--- src/rtl/bpfa_ram.sv ---
// ----------------------------------------------------------------------------
// bpfa_ram
// Single-port-write, single-port-read map memory with registered read data.
// ----------------------------------------------------------------------------
module bpfa_ram #(
    parameter int DEPTH = 32,
    parameter int AW    = 5,
    parameter int DW    = 32
) (
    input  logic          clk,
    input  logic          rd_en,
    input  logic [AW-1:0] rd_addr,
    output logic [DW-1:0] rd_data,
    input  logic          wr_en,
    input  logic [AW-1:0] wr_addr,
    input  logic [DW-1:0] wr_data
);

    logic [DW-1:0] mem [DEPTH];

    always_ff @(posedge clk)
    begin
        if (wr_en)
        begin
            mem[wr_addr] <= wr_data;
        end
    end

    always_ff @(posedge clk)
    begin
        if (rd_en)
        begin
            rd_data <= mem[rd_addr];
        end
    end

endmodule

--- config.mk ---
export PLATFORM = sky130hd
export DESIGN_NAME = bpfa_ram
export DESIGN_NICKNAME = d
export VERILOG_FILES = /design/src/rtl/bpfa_ram.sv
export SDC_FILE = /design/constraint.sdc
export NUM_CORES = 1
export LEC_CHECK = 0
export ABC_CLOCK_PERIOD_IN_PS = 4600
export BUFFER_PORTS_ARGS = -buffer_cell sky130_fd_sc_hd__buf_2
export CORE_MARGIN = 2
export CORE_UTILIZATION = 30
export CTS_CLUSTER_SIZE = 40
export DETAILED_ROUTE_END_ITERATION = 10
export GPL_ROUTABILITY_DRIVEN = 0
export PLACE_DENSITY_LB_ADDON = 0.12
export SYNTH_ARGS = -nofsm -noshare
export SYNTH_HDL_FRONTEND = slang
export SYNTH_SLANG_ARGS = --single-unit
--- constraint.sdc ---
create_clock -name clk -period 4.6 [get_ports clk]
set_clock_uncertainty 0.15 [all_clocks]
set_input_delay 0.23 -clock clk [delete_from_list [all_inputs] [get_ports clk]]
set_output_delay 0.23 -clock clk [all_outputs]
set_load 0.1 [all_outputs]
==> metrics.md, run 1 <==
| Metric | Value |
|---|---|
| Async set or reset register ratio after synthesis | 0 |
| Vias in the first global route | 21,100 |
| Die W | 373 um |
| Yosys top cell area share | 0.777 |
| Critical path's slowest cell | buf_8 |
| I/O pin cnt | 77 |
| Fillers | 12,700 |
| Site row count | 135 |
| Hold buffer count at CTS | 32 |
| Yosys cell types | 24 |
| Final TNS setup | 0 ns |
| Worst skew pair latency | 0.72 ns |
| Grt ovf | 0 |
| Minimum clock period | 2.44 ns |
| Largest net degree at the start of global routing | 129 |
| Die extent in y | 373 um |
| Max-cap check violation count | 0 |
| Peak supply drop | 0.267 mV |
| Mapped Area | 40,800 um^2 |
| Slew @ Worst Pin | 1.40 ns |
| Final wirelength | 115,000 um |
| Final Hold Vio Count | 0 |
| Worst hold stages | 2 |
| 1st-pass router iterations | 5 |
| Finish-stage setup viols | 0 |
| CTS sink cnt | 1,056 |
| R2r worst-path depth | 5 |
| TritonCTS Buffers | 113 |
| Final Max Tran Viols | 0 |
| Grt met2 use | 0.263 |
| GRT Max-Usage Layer | met2 |
| Initial antenna violation count | 16 |
| Sequential area share after synthesis | 0.777 |
| H-tree depth | 3 |
| P per Cell Area | 447 nW/um^2 |
| Fin crit share | 0.531 |
| Kind of cell adding the most delay to the critical path | buffers and inverters |
| Syn_nets | 2,305 |
| CTS tree | built |
| Worst Hold Class | in2reg |
| Final ANT Viol Nets | 0 |
| Synth Instances | 2,260 |
| Leading area contributor after synthesis | edfxtp_1 |
| Number of cells on the critical path | 7 |
| WL/cell | 26.8 um |
| Kind of critical path | in2reg |
| Final net count | 2,456 |
| HPWL Detailed | 65,900 um |
| CP Launch Type | primary input |
| Fmax | 409 MHz |
| Core Area | 135,000 um^2 |
| Syn Area/Cell | 18.1 um^2 |
| RSZ-0062 raised after global routing | no |
| Clock-pin slew on the worst setup and hold paths | 0.06 ns |
| CTS root buf | clkbuf_16 |
| Via count | 20,800 |
| 1st-iter DRT viols | 1,893 |
| Worst path max stage delay | 0.54 ns |
| Synth warn | 0 |
| Area Growth Syn to Fin | 16.7% |
| Post-CTS Setup Bufs | 0 |
| Maximum fanout along the worst path | 68 |
| Outcome | completed |
| Tot GR Track Use | 0.164 |
| Critical Path AT | 2.73 ns |
| Layout cell share with drive strength beyond 1 | 0.136 |
| Leading post-synthesis cells by cell area | edfxtp_1 (78%), mux2i_1 (13%), a22oi_1 (1.8%) |
| Count leader, synth | edfxtp_1 |
| Die area | 139,000 um^2 |
| DR DRC count | 0 |
| Post_cts resized | 0 |
| Initial Util | 0.302 |
| Buf/Inv on CP | 3 |
| Req. time, crit path | 4.88 ns |
| CTS max path bufs | 3 |
| Worst slew margin | 0.0630 |
| Crit-path cells | buf_8 > buf_12 > buf_12 > mux2i_1 > a22oi_1 > nand3_1 > nand3_1 |
| PortBufs | 76 |
| Drt via density | 4.85 |
| Post-synth EDFFs | 1,056 |
| First-pass GRT wire length | 162,000 um |
| Leakage power | 0.0163 uW |
| Routing usage on met3 | 0.0294 |
| Count of state elements after synthesis | 1,056 |
| Main synth FF type | edfxtp_1 |
| Fin util | 0.352 |
| Met1 usage | 0.229 |
| Worst setup EP type | flop |
| Commonest cells in the netlist | edfxtp_1 (1,056), mux2i_1 (512), nand2_1 (98), nand3_1 (98) |
-- metrics by stage --
stage          instances  hold slack (ns)  total power, uW  setup slack [ns]  cell area, um^2
6_report            4292           0.0723            21300              2.16            47600
5_1_grt             4289           0.0725            22000              2.04            47600
4_1_cts             4285           0.0515            21600              2.15            47600
3_5_place_dp        4043            0.515            12300              1.37            43500
3_3_place_gp        4042            0.516            12300              1.36            43500
2_1_floorplan       2260            0.179            11700              1.79            40800
-- registers in the layout (all words and copies together) (netlist names) --
name and flops:
rd_data 32, mem 1024
-- placed cells by master (no fill, tap or decap) --
master	netlist	routed
edfxtp_1	1056	1056
mux2i_1	512	512
clkbuf_16	0	119
nand3_1	98	98
nand2_1	98	97
a22oi_1	96	96
a21oi_1	96	96
buf_2	26	75
a22o_1	64	64
buf_4	33	40
nor2_4	0	33
nor3_1	32	32
a31oi_1	32	32
dlygate4sd3_1	0	32
clkinv_2	0	28
clkinv_1	0	25
clkbuf_1	46	19
bufinv_16	0	14
buf_12	0	14
diode_2	0	5
nand3b_1	5	5
or3b_2	3	3
nand2b_2	0	2
clkinvlp_4	0	2
inv_6	0	2
nor2_1	34	1
or3_1	1	1
and2b_4	0	1
nor2b_4	0	1
and2_4	0	1
or2_2	1	1
nand2_2	0	1
clkinv_4	0	1
buf_8	0	1
buf_16	0	1
-- final cells by class --
class                           instances  area (um^2)  share of cell area
Sequential cell                      1056        31700               0.666
Multi-Input combinational cell       1077         8610               0.181
Clock buffer                          138         3050              0.0640
Tap cell                             1781         2230              0.0468
Timing Repair Buffer                  163         1320              0.0277
Clock inverter                         72          696              0.0146
Antenna cell                            5         12.5            0.000263
-- routing by layer --
layer  up-vias  wire length (um)
met2       494             54500
met5         -                 0
met3       126              6500
met1     10900             52200
met4         0              1870
li1       9332                 -
-- path summary, 6_finish.rpt --
kind,from,end,slack [ns]
max reg2reg,mem[1][10],rd_data[10],2.54
max,rd_addr[0],rd_data[0],2.16
min,rd_en,rd_data[21],0.07
min reg2reg,mem[26][16],rd_data[16],0.53
-- cell families (layout without fill, tap and decap cells) --
| group | after synthesis | in the layout | share of synthesized area |
|---|---|---|---|
| AOI/OAI and AO/OA | 288 | 288 | 0.0481 |
| and+or+nand+nor | 277 | 277 | 0.0308 |
| muxes | 512 | 512 | 0.126 |
| other | 0 | 5 | 0 |
| DFF | 1056 | 1056 | 0.777 |
| buffers and inverters | 127 | 373 | 0.0185 |
-- power breakdown --
| part | leakage, uW | switching [uW] | internal, uW |
|---|---|---|---|
| logic | 0.00486 | 942 | 334 |
| clock network | 0.00185 | 3740 | 5460 |
| registers | 0.00954 | 57.9 | 10700 |
| total | 0.0163 | 4740 | 16500 |
Power figures use the tool's default switching activity.
==> inputs of run 2 (changes only) <==
Settings changed: ABC_CLOCK_PERIOD_IN_PS 4600 to 2550.
Clock period 4.6 ns to 2.55 ns, I/O delays scaled along.
==> metrics.md, run 2 (same netlist as run 1, synthesis figures left out) <==
| Metric | Value |
|---|---|
| CTS sink cnt | 1,056 (unchanged) |
| Site row count | 135 (unchanged) |
| 1st-iter DRT viols | 1,673 (-12%) |
| Final net count | 2,551 (+3.9%) |
| Drt via density | 4.89 (+0.68%) |
| Hold buffer count at CTS | 35 (+9.4%) |
| Leakage power | 0.0169 uW (+3.8%) |
| Most frequent CP cell | buf_12 |
| Grt ovf | 0 (unchanged) |
| Post_cts resized | 0 (unchanged) |
| Fin util | 0.361 (+0.00910) |
| Post-route insts no fill | 4,383 (+2.1%) |
| Vias in the first global route | 22,000 (+4.5%) |
| Worst Hold End | rd_data[13] |
| CP Launch Type | primary input |
| R2r worst-path depth | 4 (-1) |
| Kind of critical path | in2reg |
| Worst setup EP type | flop |
| DR DRC count | 0 (unchanged) |
| CTS tree | built |
| H-tree depth | 3 (unchanged) |
| HPWL Detailed | 68,200 um (+3.4%) |
| Max reg flops | 1,024 (unchanged) |
| Post-CTS Setup Bufs | 0 (unchanged) |
| Peak supply drop | 0.594 mV (+120%) |
| Commonest cells after routing, fill and taps aside | edfxtp_1 (1,056), mux2i_1 (512), clkbuf_16 (117) |
| Layout cell share with drive strength beyond 1 | 0.164 (+0.0285) |
| WL/cell | 27.4 um (+2.2%) |
| Biggest regs | mem (1024), rd_data (32) |
| Worst Hold Class | in2reg |
| Largest net degree at the start of global routing | 79 (-39%) |
| Req. time, crit path | 2.80 ns (-2.08 ns) |
| Via count | 21,400 (+2.8%) |
| Fmax | 458 MHz |
| PortBufs | 76 (unchanged) |
| Final Hold Vio Count | 0 (unchanged) |
| Largest register by flop count | mem |
| Crit-path cells | dlygate4sd3_1 > buf_2 > and2_4 > buf_12 > buf_12 > buf_4 > a22o_1 > nor3_1 > a31oi_1 > nand3_1 |
| I/O pin cnt | 77 (unchanged) |
| Critical path's slowest cell | dlygate4sd3_1 |
| Non-Filler Cell Area, Final | 48,900 um^2 (+2.6%) |
| Final wirelength | 120,000 um (+4.4%) |
| Fin crit share | 0.857 |
| Final ANT Viol Nets | 0 (unchanged) |
| Max-cap check violation count | 0 (unchanged) |
| CTS max path bufs | 3 (unchanged) |
| Outcome | completed |
| P per Cell Area | 789 nW/um^2 (+77%) |
| Pre-CTS setup slack | 0.166 ns (-1.20 ns) |
| Area Growth Syn to Fin | 19.7% |
| Die area | 139,000 um^2 (unchanged) |
| Initial Util | 0.302 (unchanged) |
| Minimum clock period | 2.19 ns |
| Worst path max stage delay | 0.56 ns (+0.02 ns) |
| TritonCTS Buffers | 113 (unchanged) |
| Finish-stage setup viols | 0 (unchanged) |
| Critical Path AT | 2.44 ns (-0.29 ns) |
| Die W | 373 um (unchanged) |
| Min-Delay Startpoint | rd_addr[1] |
| Final Max Tran Viols | 0 (unchanged) |
| Maximum fanout along the worst path | 26 (-62%) |
| Most common cell after layout, fill and taps aside | edfxtp_1 |
| Worst hold stages | 6 (+4) |
| Fillers | 12,600 (-0.85%) |
| Final setup margin | 0.365 ns (-1.79 ns) |
| R2R Path End | rd_data[16] |
| Placed Area | 44,700 um^2 (+2.8%) |
| First-pass GRT wire length | 168,000 um (+3.4%) |
| Initial antenna violation count | 7 (-9) |
| Die extent in y | 373 um (unchanged) |
| Core Area | 135,000 um^2 (unchanged) |
| Worst Hold Margin | 0.0758 ns (+0.00350 ns) |
| Worst reg-to-reg setup slack | 0.72 ns (-1.82 ns) |
| Clock-pin slew on the worst setup and hold paths | 0.06 ns (about the same) |
| Tot GR Track Use | 0.170 (+0.00685) |
| Cell total after placement | 4,137 (+2.3%) |
| Worst skew pair latency | 0.73 ns (about the same) |
| CTS root buf | clkbuf_16 |
| Worst slew margin | 0.513 (+0.450) |
| 1st-pass router iterations | 5 (unchanged) |
| R2r startpoint | mem[23][16] |
| Slew @ Worst Pin | 0.730 ns (-0.672 ns) |
| RSZ-0062 raised after global routing | no |
-- run 2: cell count changes in the layout (fill, tap and decap cells not counted), moves of 3 or more --
cell           before  now
clkinv_1           25   21
dlygate4sd3_1      32   35
bufinv_16          14   17
clkinv_2           28   22
clkbuf_1           19   28
buf_4              40   92
diode_2             5    1
buf_12             14   55
-- run 2: area by class of cell --
| type | count | area, um^2 | area share |
|---|---|---|---|
| Sequential cell | 1056 | 31700 | 0.649 |
| Multi-Input combinational cell | 1077 | 8610 | 0.176 |
| Clock buffer | 145 | 3030 | 0.0621 |
| Timing Repair Buffer | 258 | 2530 | 0.0518 |
| Tap cell | 1781 | 2230 | 0.0456 |
| Clock inverter | 65 | 739 | 0.0151 |
| Antenna cell | 1 | 2.50 | 0.0000512 |
-- run 2: critical path, delay by kind of cell --
| kind | cells | cell delay [ns] |
|---|---|---|
| and+or+nand+nor | 3 | 0.54 |
| AOI/OAI and AO/OA | 2 | 0.35 |
| buffers and inverters | 5 | 1.37 |
-- run 2: how the worst max path moves through the flow --
stage | from | end | slack (ns) | cells past startpoint
6_report | rd_addr[2] | rd_data[4] | 0.36 | 10
5_1_grt | rd_addr[0] | rd_data[16] | 0.26 | 7
4_1_cts | rd_addr[0] | rd_data[16] | 0.36 | 7
3_5_place_dp | rd_addr[1] | rd_data[4] | 0.17 | 9
3_3_place_gp | rd_addr[1] | rd_data[4] | 0.11 | 9
2_1_floorplan | wr_addr[1] | mem[12][0] | -0.16 | 3
-- run 2: per-layer routing --
metal  up-vias  GRT usage  part of all wire
met1     11300      0.227              0.45
met3       185     0.0276             0.041
met5         -          0           0.00033
met2       457      0.284              0.49
li1       9519          -                 -
met4         6     0.0536             0.026
-- run 2: report_power, final --
group	total (uW)	leakage [uW]	internal, uW	switching (uW)
combinational	2350	0.00548	706	1650
clock	16700	0.00184	10100	6690
sequential	19500	0.00954	19400	80.1
total	38600	0.0169	30100	8420
-- run 2: per-stage QoR --
step / TNS, ns / power, uW
2_1_floorplan: -42.76 / 21100
5_1_grt: 0 / 39800
3_3_place_gp: 0 / 22100
6_report: 0 / 38600
4_1_cts: 0 / 39000
3_5_place_dp: 0 / 22200
==> inputs of run 3 (changes only) <==
Settings changed: ABC_CLOCK_PERIOD_IN_PS 2550 to 2400.
Clock period 2.55 ns to 2.4 ns, I/O delays scaled along.
==> metrics.md, run 3 (same netlist as run 1, synthesis figures left out) <==
| Metric | Value |
|---|---|
| Critical path's slowest cell | dlygate4sd3_1 |
| Minimum clock period | 2.18 ns |
| HPWL Detailed | 67,700 um (-0.60%) |
| Initial Util | 0.302 (unchanged) |
| Initial antenna violation count | 6 (-1) |
| Worst slew margin | 0.578 (+0.0649) |
| Peak supply drop | 0.561 mV (-5.6%) |
| 1st-pass router iterations | 5 (unchanged) |
| Site row count | 135 (unchanged) |
| Grt ovf | 0 (unchanged) |
| First-pass GRT wire length | 168,000 um (-0.14%) |
| PortBufs | 76 (unchanged) |
| Worst Hold Margin | 0.108 ns (+0.0327 ns) |
| Core Area | 135,000 um^2 (unchanged) |
| Fin crit share | 0.906 |
| Finish-stage setup viols | 0 (unchanged) |
| Critical Path AT | 2.42 ns (-0.02 ns) |
| Die extent in y | 373 um (unchanged) |
| Maximum fanout along the worst path | 8 (-69%) |
| Die area | 139,000 um^2 (unchanged) |
| WL/cell | 27.0 um (-1.4%) |
| Placed Area | 45,000 um^2 (+0.53%) |
| Final Hold Vio Count | 0 (unchanged) |
| P per Cell Area | 827 nW/um^2 (+4.8%) |
| Final Max Tran Viols | 0 (unchanged) |
| Vias in the first global route | 22,300 (+1.2%) |
| I/O pin cnt | 77 (unchanged) |
| Final net count | 2,562 (+0.43%) |
| Final wirelength | 119,000 um (-1.2%) |
| TritonCTS Buffers | 113 (unchanged) |
| Via count | 21,500 (+0.47%) |
| Kind of critical path | in2reg |
| Largest register by flop count | mem |
| Area Growth Syn to Fin | 20.2% |
| CTS tree | built |
| Drt via density | 4.90 (+0.27%) |
| Slew @ Worst Pin | 0.633 ns (-0.0974 ns) |
| CTS max path bufs | 3 (unchanged) |
| Hold buffer count at CTS | 41 (+17%) |
| CP Launch Type | primary input |
| Die W | 373 um (unchanged) |
| Max reg flops | 1,024 (unchanged) |
| H-tree depth | 3 (unchanged) |
| Kind of cell adding the most delay to the critical path | buffers and inverters |
| DR DRC count | 0 (unchanged) |
| Ant. Diodes | 0 (-1) |
| Worst Hold Class | in2reg |
| Final setup margin | 0.225 ns (-0.140 ns) |
| Commonest cells after routing, fill and taps aside | edfxtp_1 (1,056), mux2i_1 (512), clkbuf_16 (118) |
| Leakage power | 0.0169 uW (+0.21%) |
| Req. time, crit path | 2.64 ns (-0.16 ns) |
| 1st-iter DRT viols | 1,544 (-7.7%) |
| Power, Total | 40,600 uW (+5.2%) |
| Pre-CTS setup slack | 0.141 ns (-0.0244 ns) |
| Worst path max stage delay | 0.65 ns (+0.09 ns) |
| Layout cell share with drive strength beyond 1 | 0.161 (-0.00293) |
| Crit-path cells | dlygate4sd3_1 > buf_2 > nand3_1 > dlygate4sd3_1 > nor2_4 > buf_4 |
| Largest net degree at the start of global routing | 45 (-43%) |
| Post-CTS Setup Bufs | 0 (unchanged) |
| Most common cell after layout, fill and taps aside | edfxtp_1 |
| Clock-pin slew on the worst setup and hold paths | 0.06 ns (about the same) |
| RSZ-0062 raised after global routing | no |
| Buf/Inv on CP | 4 (-1) |
| Most frequent CP cell | dlygate4sd3_1 |
| Final ANT Viol Nets | 0 (unchanged) |
| CTS root buf | clkbuf_16 |
| Post_cts resized | 0 (unchanged) |
| CTS sink cnt | 1,056 (unchanged) |
| Tot GR Track Use | 0.170 (-0.000771) |
| Outcome | completed |
| Non-Filler Cell Area, Final | 49,100 um^2 (+0.43%) |
| Worst skew pair latency | 0.71 ns (-0.02 ns) |
| Biggest regs | mem (1024), rd_data (32) |
| Max-cap check violation count | 0 (unchanged) |
| Fmax | 460 MHz |
| Worst setup EP type | flop |
-- run 3: worst min-delay path: stages --
cell	delay, ns
buf_8	0.16
buf_12	0.19
mux2i_1	0.13
nand2_1	0.06
a31oi_1	0.08
nand3_1	0.08
-- run 3: cell type report --
type	instances	area, um^2
fillers	12600	86200
multi-input cells	1077	8610
flip-flops and latches	1056	31700
repair buffers	269	2830
well taps	1781	2230
clock inverters	61	619
clock buffers	148	3070
-- run 3: through the flow --
| stage | TNS, ns | instances | util |
|---|---|---|---|
| after floorplan | -97.90 | 2260 | - |
| after global placement | 0 | 4142 | 0.332 |
| after detailed placement | 0 | 4142 | 0.332 |
| after CTS | 0 | 4392 | 0.363 |
| after global routing | 0 | 4392 | 0.363 |
| final | 0 | 4392 | 0.363 |
-- run 3: worst paths after layout --
| check | from | endpoint | slack (ns) | cells past startpoint |
|---|---|---|---|---|
| worst min register to register | mem[10][30] | rd_data[30] | 0.53 | 4 |
| worst min-delay path | rd_addr[0] | rd_data[15] | 0.11 | 6 |
| worst max register to register | mem[17][13] | rd_data[13] | 0.55 | 5 |
| worst max-delay path | wr_addr[2] | mem[31][1] | 0.22 | 6 |
-- run 3: where the power goes --
group / internal, uW / switching (uW) / total, uW
combinational: 777 / 1730 / 2510
clock: 10300 / 7050 / 17400
sequential: 20600 / 103 / 20700
-- run 3: routing by layer --
metal,vias up,track usage,share of wire
met4,4,0.0482,0.023
li1,9540,-,-
met2,397,0.277,0.48
met5,-,0,0.00018
met1,11400,0.233,0.46
met3,153,0.0278,0.037
