**config.mk**
```make
export PLATFORM = sky130hd
export DESIGN_NAME = bpfa_word_unit
export DESIGN_NICKNAME = d
export VERILOG_FILES = /design/src/rtl/bpfa_pkg.sv /design/src/rtl/bpfa_word_unit.sv
export SDC_FILE = /design/constraint.sdc
export NUM_CORES = 1
export LEC_CHECK = 0
export BUFFER_PORTS_ARGS = -buffer_cell sky130_fd_sc_hd__buf_2
export CAP_MARGIN = 20
export CORE_ASPECT_RATIO = 1.4
export CORE_MARGIN = 10
export CORE_UTILIZATION = 41
export DETAILED_ROUTE_END_ITERATION = 10
export PLACE_DENSITY = 0.79
export SETUP_SLACK_MARGIN = 0.1
export SYNTH_ARGS = -nofsm -noshare
export SYNTH_HDL_FRONTEND = slang
export SYNTH_SLANG_ARGS = --single-unit
```
**constraint.sdc**
```tcl
create_clock -name vclk -period 1.85
set_clock_uncertainty 0.1 [all_clocks]
set_input_delay 0.37 -clock vclk [all_inputs]
set_output_delay 0.37 -clock vclk [all_outputs]
set_load 0.01 [all_outputs]
```
**src/rtl/bpfa_pkg.sv**
```systemverilog
// ----------------------------------------------------------------------------
// bpfa_pkg
// Types and constants shared by the bitmap page frame allocator.
// ----------------------------------------------------------------------------
package bpfa_pkg;

    localparam int NUM_BLOCKS_DEF      = 1024;
    localparam int BLOCK_SHIFT_DEF     = 12;
    localparam int RESERVED_BLOCKS_DEF = 10;

    localparam int ADDR_W = 32;
    localparam int WORD_W = 32;   // map bits per memory word
    localparam int BIT_W  = 5;    // bit index within a word

    localparam logic [1:0] FUNC_ALLOC  = 2'd0;
    localparam logic [1:0] FUNC_FREE   = 2'd1;
    localparam logic [1:0] FUNC_CHECK  = 2'd2;
    localparam logic [1:0] FUNC_REINIT = 2'd3;

    typedef struct packed {
        logic [1:0]        func;
        logic [ADDR_W-1:0] address;
    } bpfa_in_t;

    typedef struct packed {
        logic [ADDR_W-1:0] block_address;
        logic              success;
        logic              in_use;
    } bpfa_out_t;

    typedef enum logic [2:0] {
        ST_CLEAR,
        ST_IDLE,
        ST_SCAN,
        ST_ALLOC_WR,
        ST_LOOKUP
    } bpfa_state_t;

    typedef enum logic {
        WU_SET,
        WU_CLEAR
    } wu_op_t;

    typedef struct packed {
        wu_op_t           op;
        logic [BIT_W-1:0] sel;
    } wu_ctl_t;

    typedef struct packed {
        logic             found;    // word has a clear bit
        logic [BIT_W-1:0] ffz;      // lowest clear bit
        logic             bit_val;  // value of the selected bit
    } wu_stat_t;

endpackage

```
**src/rtl/bpfa_word_unit.sv**
```systemverilog
// ----------------------------------------------------------------------------
// bpfa_word_unit
// Shared word operator: first-clear-bit search, bit test and bit update.
// ----------------------------------------------------------------------------
module bpfa_word_unit
    import bpfa_pkg::*;
(
    input  logic [WORD_W-1:0] word,
    input  wu_ctl_t           ctl,
    output wu_stat_t          stat,
    output logic [WORD_W-1:0] new_word
);

    logic [WORD_W-1:0] mask;

    always_comb
    begin
        stat.ffz = '0;
        for (int i = WORD_W - 1; i >= 0; i--)
        begin
            if (!word[i])
            begin
                stat.ffz = BIT_W'(i);
            end
        end
        stat.found   = ~&word;
        stat.bit_val = word[ctl.sel];
    end

    assign mask     = WORD_W'(1) << ctl.sel;
    assign new_word = (ctl.op == WU_SET) ? (word | mask) : (word & ~mask);

endmodule

```
==> flow_metrics.env, run 1 <==
export IMPL_flow_stopped_at="clock tree synthesis"
export IMPL_ys_warn_count=0
export IMPL_cts_resized=128
export IMPL_initial_core_util_pct=43.8
export IMPL_run_stop_error="[ERROR DPL-0038] Utilization greater than 100%, impossible to legalize"
export IMPL_synth_top_cell_by_area="sky130_fd_sc_hd__a21oi_1"
export IMPL_cts_hold_fix_buffers=0
export IMPL_post_dp_hpwl_um=5090
export IMPL_synth_top_cell_area_share_pct=15.8
export IMPL_ios=77
export IMPL_ys_top_cells_by_area="sky130_fd_sc_hd__a21oi_1, sky130_fd_sc_hd__a31oi_1, sky130_fd_sc_hd__mux4_1"
export IMPL_netlist_cell_type_count=36
export IMPL_netlist_area_um2=1170
export IMPL_syn_nets=229
export IMPL_die_width_um=65.1
export IMPL_io_buffers=77
export IMPL_synth_cells=191
export IMPL_globalplace_congestion=0.939
export IMPL_status="stopped before the end"
export IMPL_fp_row_count=22
export IMPL_die_y_um=83.2
export IMPL_dp_cells=352
export IMPL_cts_setup_buffers=13
export IMPL_instance_area_at_placement_um2=2080
export IMPL_syn_area_per_cell_um2=6.12
export IMPL_seq_area_frac_synth_pct=0
export IMPL_placement_setup_worst_slack_ps=-336
==> synth_stat cells <==
library cell and instances:
sky130_fd_sc_hd__a21o_1 1, sky130_fd_sc_hd__a21oi_1 37, sky130_fd_sc_hd__a221oi_1 1, sky130_fd_sc_hd__a22oi_1 2
sky130_fd_sc_hd__a31o_2 1, sky130_fd_sc_hd__a31oi_1 25, sky130_fd_sc_hd__and2_1 2, sky130_fd_sc_hd__and3_1 1
sky130_fd_sc_hd__and3b_1 2, sky130_fd_sc_hd__buf_2 4, sky130_fd_sc_hd__buf_6 1, sky130_fd_sc_hd__clkbuf_1 10
sky130_fd_sc_hd__inv_1 7, sky130_fd_sc_hd__mux2_2 1, sky130_fd_sc_hd__mux2i_1 1, sky130_fd_sc_hd__mux4_1 4
sky130_fd_sc_hd__mux4_2 4, sky130_fd_sc_hd__nand2_1 16, sky130_fd_sc_hd__nand2b_1 3, sky130_fd_sc_hd__nand3_1 6
sky130_fd_sc_hd__nand3b_1 1, sky130_fd_sc_hd__nand4_1 9, sky130_fd_sc_hd__nor2_1 26, sky130_fd_sc_hd__nor2b_1 2
sky130_fd_sc_hd__nor3_1 1, sky130_fd_sc_hd__nor3_2 1, sky130_fd_sc_hd__nor3b_1 2, sky130_fd_sc_hd__nor4_1 1
sky130_fd_sc_hd__o2111ai_1 1, sky130_fd_sc_hd__o211ai_1 1, sky130_fd_sc_hd__o21ai_0 9, sky130_fd_sc_hd__o221ai_1 1
sky130_fd_sc_hd__o31ai_1 1, sky130_fd_sc_hd__or2_1 1, sky130_fd_sc_hd__or3_1 3, sky130_fd_sc_hd__or3b_1 2
==> metrics by stage <==
step,TNS [ps],util [%],hold WS (ps)
3_3_place_gp,-3070,78.0,1050
3_5_place_dp,-3350,78.0,1060
2_1_floorplan,-61.9,-,711
==> cell families after synthesis <==
| kind of cell | share of synthesized area (%) |
|---|---|
| mux | 18.5 |
| simple gates | 34.0 |
| buf+inv | 8.14 |
| compound gates | 39.3 |
==> inputs of run 2 (changes only) <==
--- a/config.mk
+++ b/config.mk
@@ -7,12 +7,10 @@
 export LEC_CHECK = 0
 export BUFFER_PORTS_ARGS = -buffer_cell sky130_fd_sc_hd__buf_2
 export CAP_MARGIN = 20
-export CORE_ASPECT_RATIO = 1.4
 export CORE_MARGIN = 10
-export CORE_UTILIZATION = 41
+export CORE_UTILIZATION = 32
 export DETAILED_ROUTE_END_ITERATION = 10
-export PLACE_DENSITY = 0.79
-export SETUP_SLACK_MARGIN = 0.1
+export PLACE_DENSITY_LB_ADDON = 0.15
 export SYNTH_ARGS = -nofsm -noshare
 export SYNTH_HDL_FRONTEND = slang
 export SYNTH_SLANG_ARGS = --single-unit
==> constraint.sdc (replaced) <==
create_clock -name vclk -period 2.4
set_clock_uncertainty 0.1 [all_clocks]
set_input_delay 0.48 -clock vclk [all_inputs]
set_output_delay 0.48 -clock vclk [all_outputs]
set_load 0.01 [all_outputs]
==> run 2 against run 1 <==
The flow now finishes without violations. Area after synthesis stayed put. Synthesized cell count stayed put.
==> flow_metrics.env, run 2 <==
export IMPL_status="finished, final reports clean"
export IMPL_totalNegativeSetupSlack_ps=0
export IMPL_rsz0062_at_grt="false"
export IMPL_count_of_fill_cells_added_during_filler_insertion=365
export IMPL_peakVddDrop_mv=0.0755
export IMPL_multiInputGateArea_um2=1070
export IMPL_period_share_pct=98.1
export IMPL_wl_per_cell_um=17.8
export IMPL_post_drt_via_cell_ratio=5.72
export IMPL_clock_fmax_mhz=425
export IMPL_seq_area_frac_synth_pct=0
export IMPL_worst_pin_slew_ps=547
export IMPL_ios=77
export IMPL_setup_viol=0
export IMPL_finalNetCount=319
export IMPL_globalplace_congestion=0.935
export IMPL_die_outline_area_um2=6470
export IMPL_area_delta_synth_final_pct=49.4
export IMPL_endpoint_kind="primary output"
export IMPL_netlist_area_um2=1170
export IMPL_nClkBuffers=0
export IMPL_drt_first_pass_iters=4
export IMPL_drt_antenna_violating_nets=0
export IMPL_fp_row_count=21
export IMPL_via_count_of_the_first_global_routing_pass=1815
export IMPL_final_common_cell="sky130_fd_sc_hd__buf_2"
export IMPL_comb_power_share_pct=100.0
export IMPL_synth_cells=191
export IMPL_slowest_delay_ps=510
export IMPL_timing_critical_path_from_type="primary input"
export IMPL_worst_setup_path_type="primary input to primary output"
export IMPL_num_antenna_cells=0
export IMPL_worstPathBufferInverterCount=2
export IMPL_cp_slowest_cell="sky130_fd_sc_hd__mux4_2"
export IMPL_layout_drive_gt1_share_pct=40.9
export IMPL_critical_path_cell_chain="buf_6 > mux4_2 > mux2_2 > a21oi_2 > nand3_1 > buf_2"
export IMPL_ys_warn_count=0
export IMPL_powerDensity_nw_per_um2=183
export IMPL_syn_nets=229
export IMPL_hold_path_class="primary input to primary output"
export IMPL_gr_usage_all_layers_pct=16.9
export IMPL_syn_area_per_cell_um2=6.12
export IMPL_detail_route_drc_violations=0
export IMPL_cap_viol_max_count=0
export IMPL_critical_path_required_ps=1820
export IMPL_data_arrival_time_at_the_worst_slack_endpoint_ps=1770
export IMPL_timing_final_crit_period_ps=2350
export IMPL_p_leak_nw=0.803
export IMPL_core_area_um2=3440
export IMPL_post_dp_hpwl_um=4800
export IMPL_wire_length_of_the_first_global_routing_pass_um=9180
export IMPL_die_y_um=80.4
export IMPL_nFlopsAndLatches=0
export IMPL_power_clock_fraction_pct=0
export IMPL_synth_top_cell_by_area="sky130_fd_sc_hd__a21oi_1"
export IMPL_critical_path_top_delay_family="multiplexers"
export IMPL_route_final_wire_length_um=5780
export IMPL_hold_viol_final=0
export IMPL_synth_cells_most_frequent="sky130_fd_sc_hd__a21oi_1, sky130_fd_sc_hd__nor2_1, sky130_fd_sc_hd__a31oi_1"
export IMPL_seqPwrFrac_pct=0
export IMPL_regArea_um2=0
export IMPL_grt_overflow=0
export IMPL_switching_share_pct=56.3
export IMPL_most_common_layout_cells="sky130_fd_sc_hd__buf_2, sky130_fd_sc_hd__a21oi_1, sky130_fd_sc_hd__nor2_1, sky130_fd_sc_hd__buf_4, sky130_fd_sc_hd__a31oi_1"
export IMPL_relSlewSlack_pct=63.5
export IMPL_ys_top_cells_by_area="sky130_fd_sc_hd__a21oi_1, sky130_fd_sc_hd__a31oi_1, sky130_fd_sc_hd__mux4_1"
export IMPL_number_of_vias_after_detailed_routing=1860
export IMPL_cts_hold_fix_buffers=0
export IMPL_grt_max_degree=33
export IMPL_final_util_pct=50.7
export IMPL_drt_iter0_drc=149
export IMPL_grt_antenna_before_repair=0
export IMPL_io_buffers=77
export IMPL_die_width_um=80.4
export IMPL_p_int_uw=139
export IMPL_crit_fanout=7
export IMPL_initial_core_util_pct=34.0
export IMPL_synth_top_cell_area_share_pct=15.8
export IMPL_finalMaxSlewViolations=0
export IMPL_netlist_cell_type_count=36
export IMPL_synth_most_common_cell="sky130_fd_sc_hd__a21oi_1"
export IMPL_p_switching_uw=180
[run 2: cell counts after synthesis]
No cell type changed its count.
[run 2: power by group through the flow]
stage	Sequential [mW]	Clock, mW	Combinational [mW]
6_report	0	0	0.319
5_1_grt	0	0	0.350
4_1_cts	0	0	0.317
3_5_place_dp	0	0	0.313
3_3_place_gp	0	0	0.311
2_1_floorplan	0	0	0.154
[run 2: cell type report]
class | count | area share, %
timing repair buffer | 103 | 33.6
inverter | 7 | 1.51
tap | 46 | 3.30
multi-input combinational | 169 | 61.6
[run 2: routing by layer]
| metal | share of wire, % | up-vias | wire (um) | global-route usage, % |
|---|---|---|---|---|
| met5 | 0 | - | 0 | 0 |
| met4 | 1.1 | 0 | 61 | 1.58 |
| met3 | 9.6 | 8 | 552 | 3.45 |
| met2 | 48 | 92 | 2800 | 28.7 |
| met1 | 41 | 842 | 2370 | 22.1 |
| li1 | - | 918 | - | - |
[run 2: logic make-up (layout without fill, tap and decap cells)]
kind of cell / count (synthesis) / in the layout / share of synthesized area, %
buffers and inverters: 22 / 110 / 8.14
and+or+nand+nor: 79 / 79 / 34.0
muxes: 10 / 10 / 18.5
AOI/OAI and AO/OA: 80 / 80 / 39.3
[run 2: what timing repair did]
item	4_1_cts	5_1_grt
gates resized for setup	4	2
buffers inserted	0	0
endpoints found under the hold margin	0	0
endpoints found under the setup margin	1	2
[run 2: final timing paths]
kind	start	to	slack [ps]	depth (start not counted)
worst max-delay path	ctl[1]	stat[0]	50	6
worst min-delay path	word[8]	new_word[8]	1260	4
[run 2: metrics by stage]
step	worst slack, ps	instance area, um^2	cells	total power, mW	hold WS [ps]
floorplan	194	1170	191	0.154	953
global placement	-79.3	1740	325	0.311	1260
detailed placement	-118	1740	325	0.313	1260
CTS	12.8	1740	325	0.317	1260
global route	13.2	1750	325	0.350	1300
finish	45.2	1750	325	0.319	1260
Power figures use the tool's default switching activity.
==> inputs of run 3 (changes only) <==
--- a/config.mk
+++ b/config.mk
@@ -5,11 +5,13 @@
 export SDC_FILE = /design/constraint.sdc
 export NUM_CORES = 1
 export LEC_CHECK = 0
+export ABC_AREA = 1
 export BUFFER_PORTS_ARGS = -buffer_cell sky130_fd_sc_hd__buf_2
 export CAP_MARGIN = 20
-export CORE_MARGIN = 10
-export CORE_UTILIZATION = 32
+export CORE_AREA = 10 10 71 73
 export DETAILED_ROUTE_END_ITERATION = 10
+export DIE_AREA = 0 0 81 83
+export GPL_ROUTABILITY_DRIVEN = 0
 export PLACE_DENSITY_LB_ADDON = 0.15
 export SYNTH_ARGS = -nofsm -noshare
 export SYNTH_HDL_FRONTEND = slang
==> run 3 against run 2 <==
The flow now finishes with violations (setup timing). Synthesized cell count up 27%. First-iteration DRC count down 23%. Final cell count up 21%. Non-clock buffer count up 16. Final area up 12%. Maximum frequency down 17%. Die area up 3.9%. Setup slack worse by 470 ps.
==> flow_metrics.env, run 3 <==
export IMPL_cts_hold_fix_buffers=0
export IMPL_hold_path_class="primary input to primary output"
export IMPL_timing_final_crit_period_ps=2830
export IMPL_timing_critical_path_from_type="primary input"
export IMPL_finalHoldWorstSlack_ps=1190
export IMPL_core_area_um2=3630
export IMPL_post_dp_hpwl_um=4640
export IMPL_regArea_um2=0
export IMPL_clock_fmax_mhz=353
export IMPL_status="complete, but fails checks"
export IMPL_die_outline_area_um2=6720
export IMPL_finalMaxSlewViolations=0
export IMPL_ys_top_cells_by_area="sky130_fd_sc_hd__nand2_1, sky130_fd_sc_hd__o21ai_0, sky130_fd_sc_hd__nand3_1"
export IMPL_gr_usage_all_layers_pct=15.9
export IMPL_grt_overflow=0
export IMPL_ys_warn_count=0
export IMPL_cap_viol_max_count=0
export IMPL_ios=77
export IMPL_powerDensity_nw_per_um2=177
export IMPL_nFlopsAndLatches=0
export IMPL_layout_drive_gt1_share_pct=40.2
export IMPL_wl_per_cell_um=14.7
export IMPL_synth_top_cell_area_share_pct=27.5
export IMPL_syn_area_per_cell_um2=4.67
export IMPL_io_buffers=77
export IMPL_die_y_um=83
export IMPL_drt_antenna_violating_nets=0
export IMPL_timing_hold_worst_endpoint="stat[1]"
export IMPL_post_drt_via_cell_ratio=5.15
export IMPL_data_arrival_time_at_the_worst_slack_endpoint_ps=2250
export IMPL_synth_cells=243
export IMPL_setup_viol=2
export IMPL_fin_cells=394
export IMPL_route_final_wire_length_um=5790
export IMPL_worst_pin_slew_ps=510
export IMPL_netlist_area_um2=1130
export IMPL_die_width_um=81
export IMPL_synth_top_cell_by_area="sky130_fd_sc_hd__nand2_1"
export IMPL_grt_antenna_before_repair=0
export IMPL_drt_iter0_drc=115
export IMPL_finalNetCount=386
export IMPL_critical_path_required_ps=1820
export IMPL_rsz0062_at_grt="true"
export IMPL_synth_most_common_cell="sky130_fd_sc_hd__nand2_1"
export IMPL_hold_path_depth=3
export IMPL_peakVddDrop_mv=0.0831
export IMPL_count_of_fill_cells_added_during_filler_insertion=427
export IMPL_nClkBuffers=0
export IMPL_drt_first_pass_iters=4
export IMPL_detail_route_drc_violations=0
export IMPL_crit_fanout=2
export IMPL_slowest_delay_ps=140
export IMPL_final_util_pct=54.0
export IMPL_wire_length_of_the_first_global_routing_pass_um=9250
export IMPL_most_common_layout_cells="sky130_fd_sc_hd__nand2_1, sky130_fd_sc_hd__buf_2, sky130_fd_sc_hd__buf_4"
export IMPL_area_delta_synth_final_pct=72.8
export IMPL_num_antenna_cells=0
export IMPL_fp_row_count=22
export IMPL_placement_setup_worst_slack_ps=-433
export IMPL_hold_viol_final=0
export IMPL_final_common_cell="sky130_fd_sc_hd__nand2_1"
export IMPL_initial_core_util_pct=31.2
export IMPL_netlist_cell_type_count=22
export IMPL_seq_area_frac_synth_pct=0
export IMPL_dp_cells=384
export IMPL_worst_setup_path_type="primary input to primary output"
export IMPL_path_common_cell="sky130_fd_sc_hd__nand2_1"
export IMPL_final_critical_path_setup_slack_ps=-429
export IMPL_endpoint_kind="primary output"
export IMPL_p_leak_nw=0.992
export IMPL_period_share_pct=118
export IMPL_total_power_draw_uw=347
export IMPL_failed_checks="setup timing"
export IMPL_via_count_of_the_first_global_routing_pass=1945
export IMPL_grt_max_degree=33
export IMPL_synth_cells_most_frequent="sky130_fd_sc_hd__nand2_1, sky130_fd_sc_hd__o21ai_0, sky130_fd_sc_hd__nor2_1"
export IMPL_cp_slowest_cell="sky130_fd_sc_hd__buf_2"
export IMPL_syn_nets=281
export IMPL_hp_start="word[1]"
export IMPL_number_of_vias_after_detailed_routing=2030
export IMPL_relSlewSlack_pct=66.0
==> run 3: cell count changes after synthesis, sizes merged, moves of 8 or more <==
cell	before	now
a21oi	37	7
a31oi	25	7
nand2	16	83
nand3	6	18
inv	7	17
mux4	8	0
o21ai	9	31
==> run 3: worst max path at each step <==
stage,startpoint,depth (start not counted),endpoint,slack [ps]
3_5_place_dp,word[31],33,stat[1],-430
5_1_grt,word[31],33,stat[1],-770
3_3_place_gp,word[31],33,stat[1],-440
2_1_floorplan,word[31],31,stat[1],-70
4_1_cts,word[31],33,stat[1],-450
6_report,word[31],33,stat[1],-430
==> run 3: what timing repair did <==
item,4_1_cts,5_1_grt
resized for setup,11,22
pin swaps,22,24
endpoints found under the setup margin,3,16
buffers inserted,9,4
==> run 3: where the power goes <==
group | leakage, nW | internal [mW] | switching [mW]
clock network | 0 | 0 | 0
registers | 0 | 0 | 0
logic | 0.992 | 0.152 | 0.195
==> run 3: layout make-up <==
| class | count | area (um^2) | share of cell area (%) |
|---|---|---|---|
| repair buffers | 119 | 747 | 38.1 |
| inverters | 17 | 66.3 | 3.38 |
| multi-input cells | 210 | 1090 | 55.5 |
| well taps | 48 | 60.1 | 3.06 |
==> run 3: cell families (layout without fill, tap and decap cells) <==
group,after synthesis,count (layout),synth area share (%)
AOI/OAI and AO/OA,68,68,36.5
buffers and inverters,33,136,10.9
and+or+nand+nor,142,142,52.6
==> run 3: metal layers <==
layer,up-vias,global-route usage [%],part of all wire (%)
met5,-,0,0
met4,0,2.66,1.3
met3,4,3.88,9.0
met2,70,26.9,47
met1,890,19.6,42
li1,1066,-,-
==> run 3: worst max-delay path, delay by kind of cell <==
family                 cells  cell delay [ps]
buffers and inverters      3              280
AOI/OAI and AO/OA          1              100
and+or+nand+nor           29             1380
==> run 3: metrics by stage <==
stage / setup TNS [ps] / instance area [um^2]
after floorplan: -73.2 / 1140
after global placement: -742 / 1780
after detailed placement: -750 / 1780
after CTS: -880 / 1850
after global routing: -1420 / 1960
final: -783 / 1960
==> inputs of run 4 (changes only) <==
==> constraint.sdc (replaced) <==
create_clock -name vclk -period 3.6
set_clock_uncertainty 0.1 [all_clocks]
set_input_delay 0.72 -clock vclk [all_inputs]
set_output_delay 0.72 -clock vclk [all_outputs]
set_load 0.01 [all_outputs]
==> run 4 against run 3 <==
Die area stayed put. The flow now finishes without violations. Largest cell class unchanged. Wire length is 6.3% lower. Via count is 6.8% lower. Setup slack better by 720 ps. Count of clock-buffer cells in the layout stayed put. Highest routed layer unchanged. Non-clock buffer count is 38 lower. Worst hold slack better by 460 ps. Largest power group unchanged. Global-route usage is 0.57 points lower.
==> flow_metrics.env, run 4 (same netlist as run 3, synthesis figures left out) <==
export IMPL_status="finished, final reports clean"
export IMPL_setup_viol=0
export IMPL_wire_length_of_the_first_global_routing_pass_um=8900
export IMPL_critical_path_required_ps=2780
export IMPL_gr_usage_all_layers_pct=15.3
export IMPL_ios=77
export IMPL_nFlopsAndLatches=0
export IMPL_cap_viol_max_count=0
export IMPL_area_delta_synth_final_pct=38.4
export IMPL_number_of_vias_after_detailed_routing=1891
export IMPL_finalHoldWorstSlack_ps=1650
export IMPL_total_power_draw_uw=186
export IMPL_wl_per_cell_um=15.2
export IMPL_io_buffers=77
export IMPL_hold_viol_final=0
export IMPL_p_leak_nw=0.783
export IMPL_die_outline_area_um2=6720
export IMPL_timing_critical_path_from_type="primary input"
export IMPL_worst_pin_slew_ps=639
export IMPL_die_y_um=83
export IMPL_crit_fanout=3
export IMPL_die_width_um=81
export IMPL_route_final_wire_length_um=5430
export IMPL_slowest_delay_ps=130
export IMPL_powerDensity_nw_per_um2=118
export IMPL_layout_drive_gt1_share_pct=27.6
export IMPL_finalNetCount=348
export IMPL_placement_setup_worst_slack_ps=284
export IMPL_finalMaxSlewViolations=0
export IMPL_grt_max_degree=33
export IMPL_final_common_cell="sky130_fd_sc_hd__nand2_1"
export IMPL_peakVddDrop_mv=0.0413
export IMPL_rsz0062_at_grt="true"
export IMPL_period_share_pct=92.0
export IMPL_grt_antenna_before_repair=0
export IMPL_drt_antenna_violating_nets=0
export IMPL_drt_iter0_drc=154
export IMPL_regArea_um2=0
export IMPL_endpoint_kind="primary output"
export IMPL_hold_path_class="primary input to primary output"
export IMPL_detail_route_drc_violations=0
export IMPL_initial_core_util_pct=31.2
export IMPL_grt_overflow=0
export IMPL_cp_slowest_cell="sky130_fd_sc_hd__buf_2"
export IMPL_worst_setup_path_type="primary input to primary output"
export IMPL_timing_final_crit_period_ps=3310
export IMPL_nClkBuffers=0
export IMPL_drt_first_pass_iters=5
export IMPL_path_common_cell="sky130_fd_sc_hd__nand2_1"
export IMPL_via_count_of_the_first_global_routing_pass=1806
export IMPL_data_arrival_time_at_the_worst_slack_endpoint_ps=2490
export IMPL_final_critical_path_setup_slack_ps=289
export IMPL_most_common_layout_cells="sky130_fd_sc_hd__nand2_1, sky130_fd_sc_hd__buf_2, sky130_fd_sc_hd__o21ai_0"
export IMPL_post_dp_hpwl_um=4360
export IMPL_fp_row_count=22
export IMPL_core_area_um2=3630
export IMPL_num_antenna_cells=0
export IMPL_cts_hold_fix_buffers=0
export IMPL_relSlewSlack_pct=57.4
export IMPL_totalNegativeSetupSlack_ps=0
export IMPL_clock_fmax_mhz=302
export IMPL_post_drt_via_cell_ratio=5.31
-- run 4: changes by cell type in the layout (fill, tap and decap cells not counted), moves of 3 or more --
cell                      previous run  this run
sky130_fd_sc_hd__nor2_2              4         0
sky130_fd_sc_hd__nor3_1              3         7
sky130_fd_sc_hd__o21ai_1             3         0
sky130_fd_sc_hd__buf_4              38         5
sky130_fd_sc_hd__nor2_1             16        21
sky130_fd_sc_hd__nor3_2              4         0
sky130_fd_sc_hd__buf_6               5         0
sky130_fd_sc_hd__o21ai_0            28        31
-- run 4: path summary, 6_finish.rpt --
path	startpoint	end	slack (ps)	cells past startpoint
setup / recovery	word[31]	stat[1]	290	33
hold / removal	word[31]	new_word[31]	1650	4
-- run 4: power breakdown --
| part | switching (mW) | internal [mW] | total (mW) | leakage (nW) |
|---|---|---|---|---|
| Combinational | 0.117 | 0.0686 | 0.186 | 0.783 |
| Sequential | 0 | 0 | 0 | 0 |
| Clock | 0 | 0 | 0 | 0 |
| Total | 0.117 | 0.0686 | 0.186 | 0.783 |
-- run 4: worst max-delay path: cells and delay by family --
| kind | cells | cell delay (ps) |
|---|---|---|
| buf+inv | 3 | 270 |
| simple gates | 29 | 1350 |
| compound gates | 1 | 120 |
-- run 4: layout make-up --
cell class,count,area (um^2)
fill,461,2060
multi-input combinational,210,1020
timing repair buffer,81,428
inverter,17,66.3
tap,48,60.1
-- run 4: metrics by stage --
stage          utilization (%)  instance area, um^2  cells
2_1_floorplan                -                 1130    243
3_3_place_gp              42.5                 1540    355
3_5_place_dp              42.5                 1540    355
4_1_cts                   42.5                 1540    355
5_1_grt                   43.2                 1570    356
6_report                  43.2                 1570    356
-- run 4: routing by layer --
layer	routed length, um	vias up	track usage [%]
met2	2510	81	24.7
met4	8	0	0.156
met3	536	2	3.13
met5	0	-	0
met1	2370	824	21.2
li1	-	984	-
-- run 4: what timing repair did --
action | CTS | global route
endpoints found under the setup margin | 0 | 1
buffers inserted | 0 | 1
resized for setup | 0 | 7
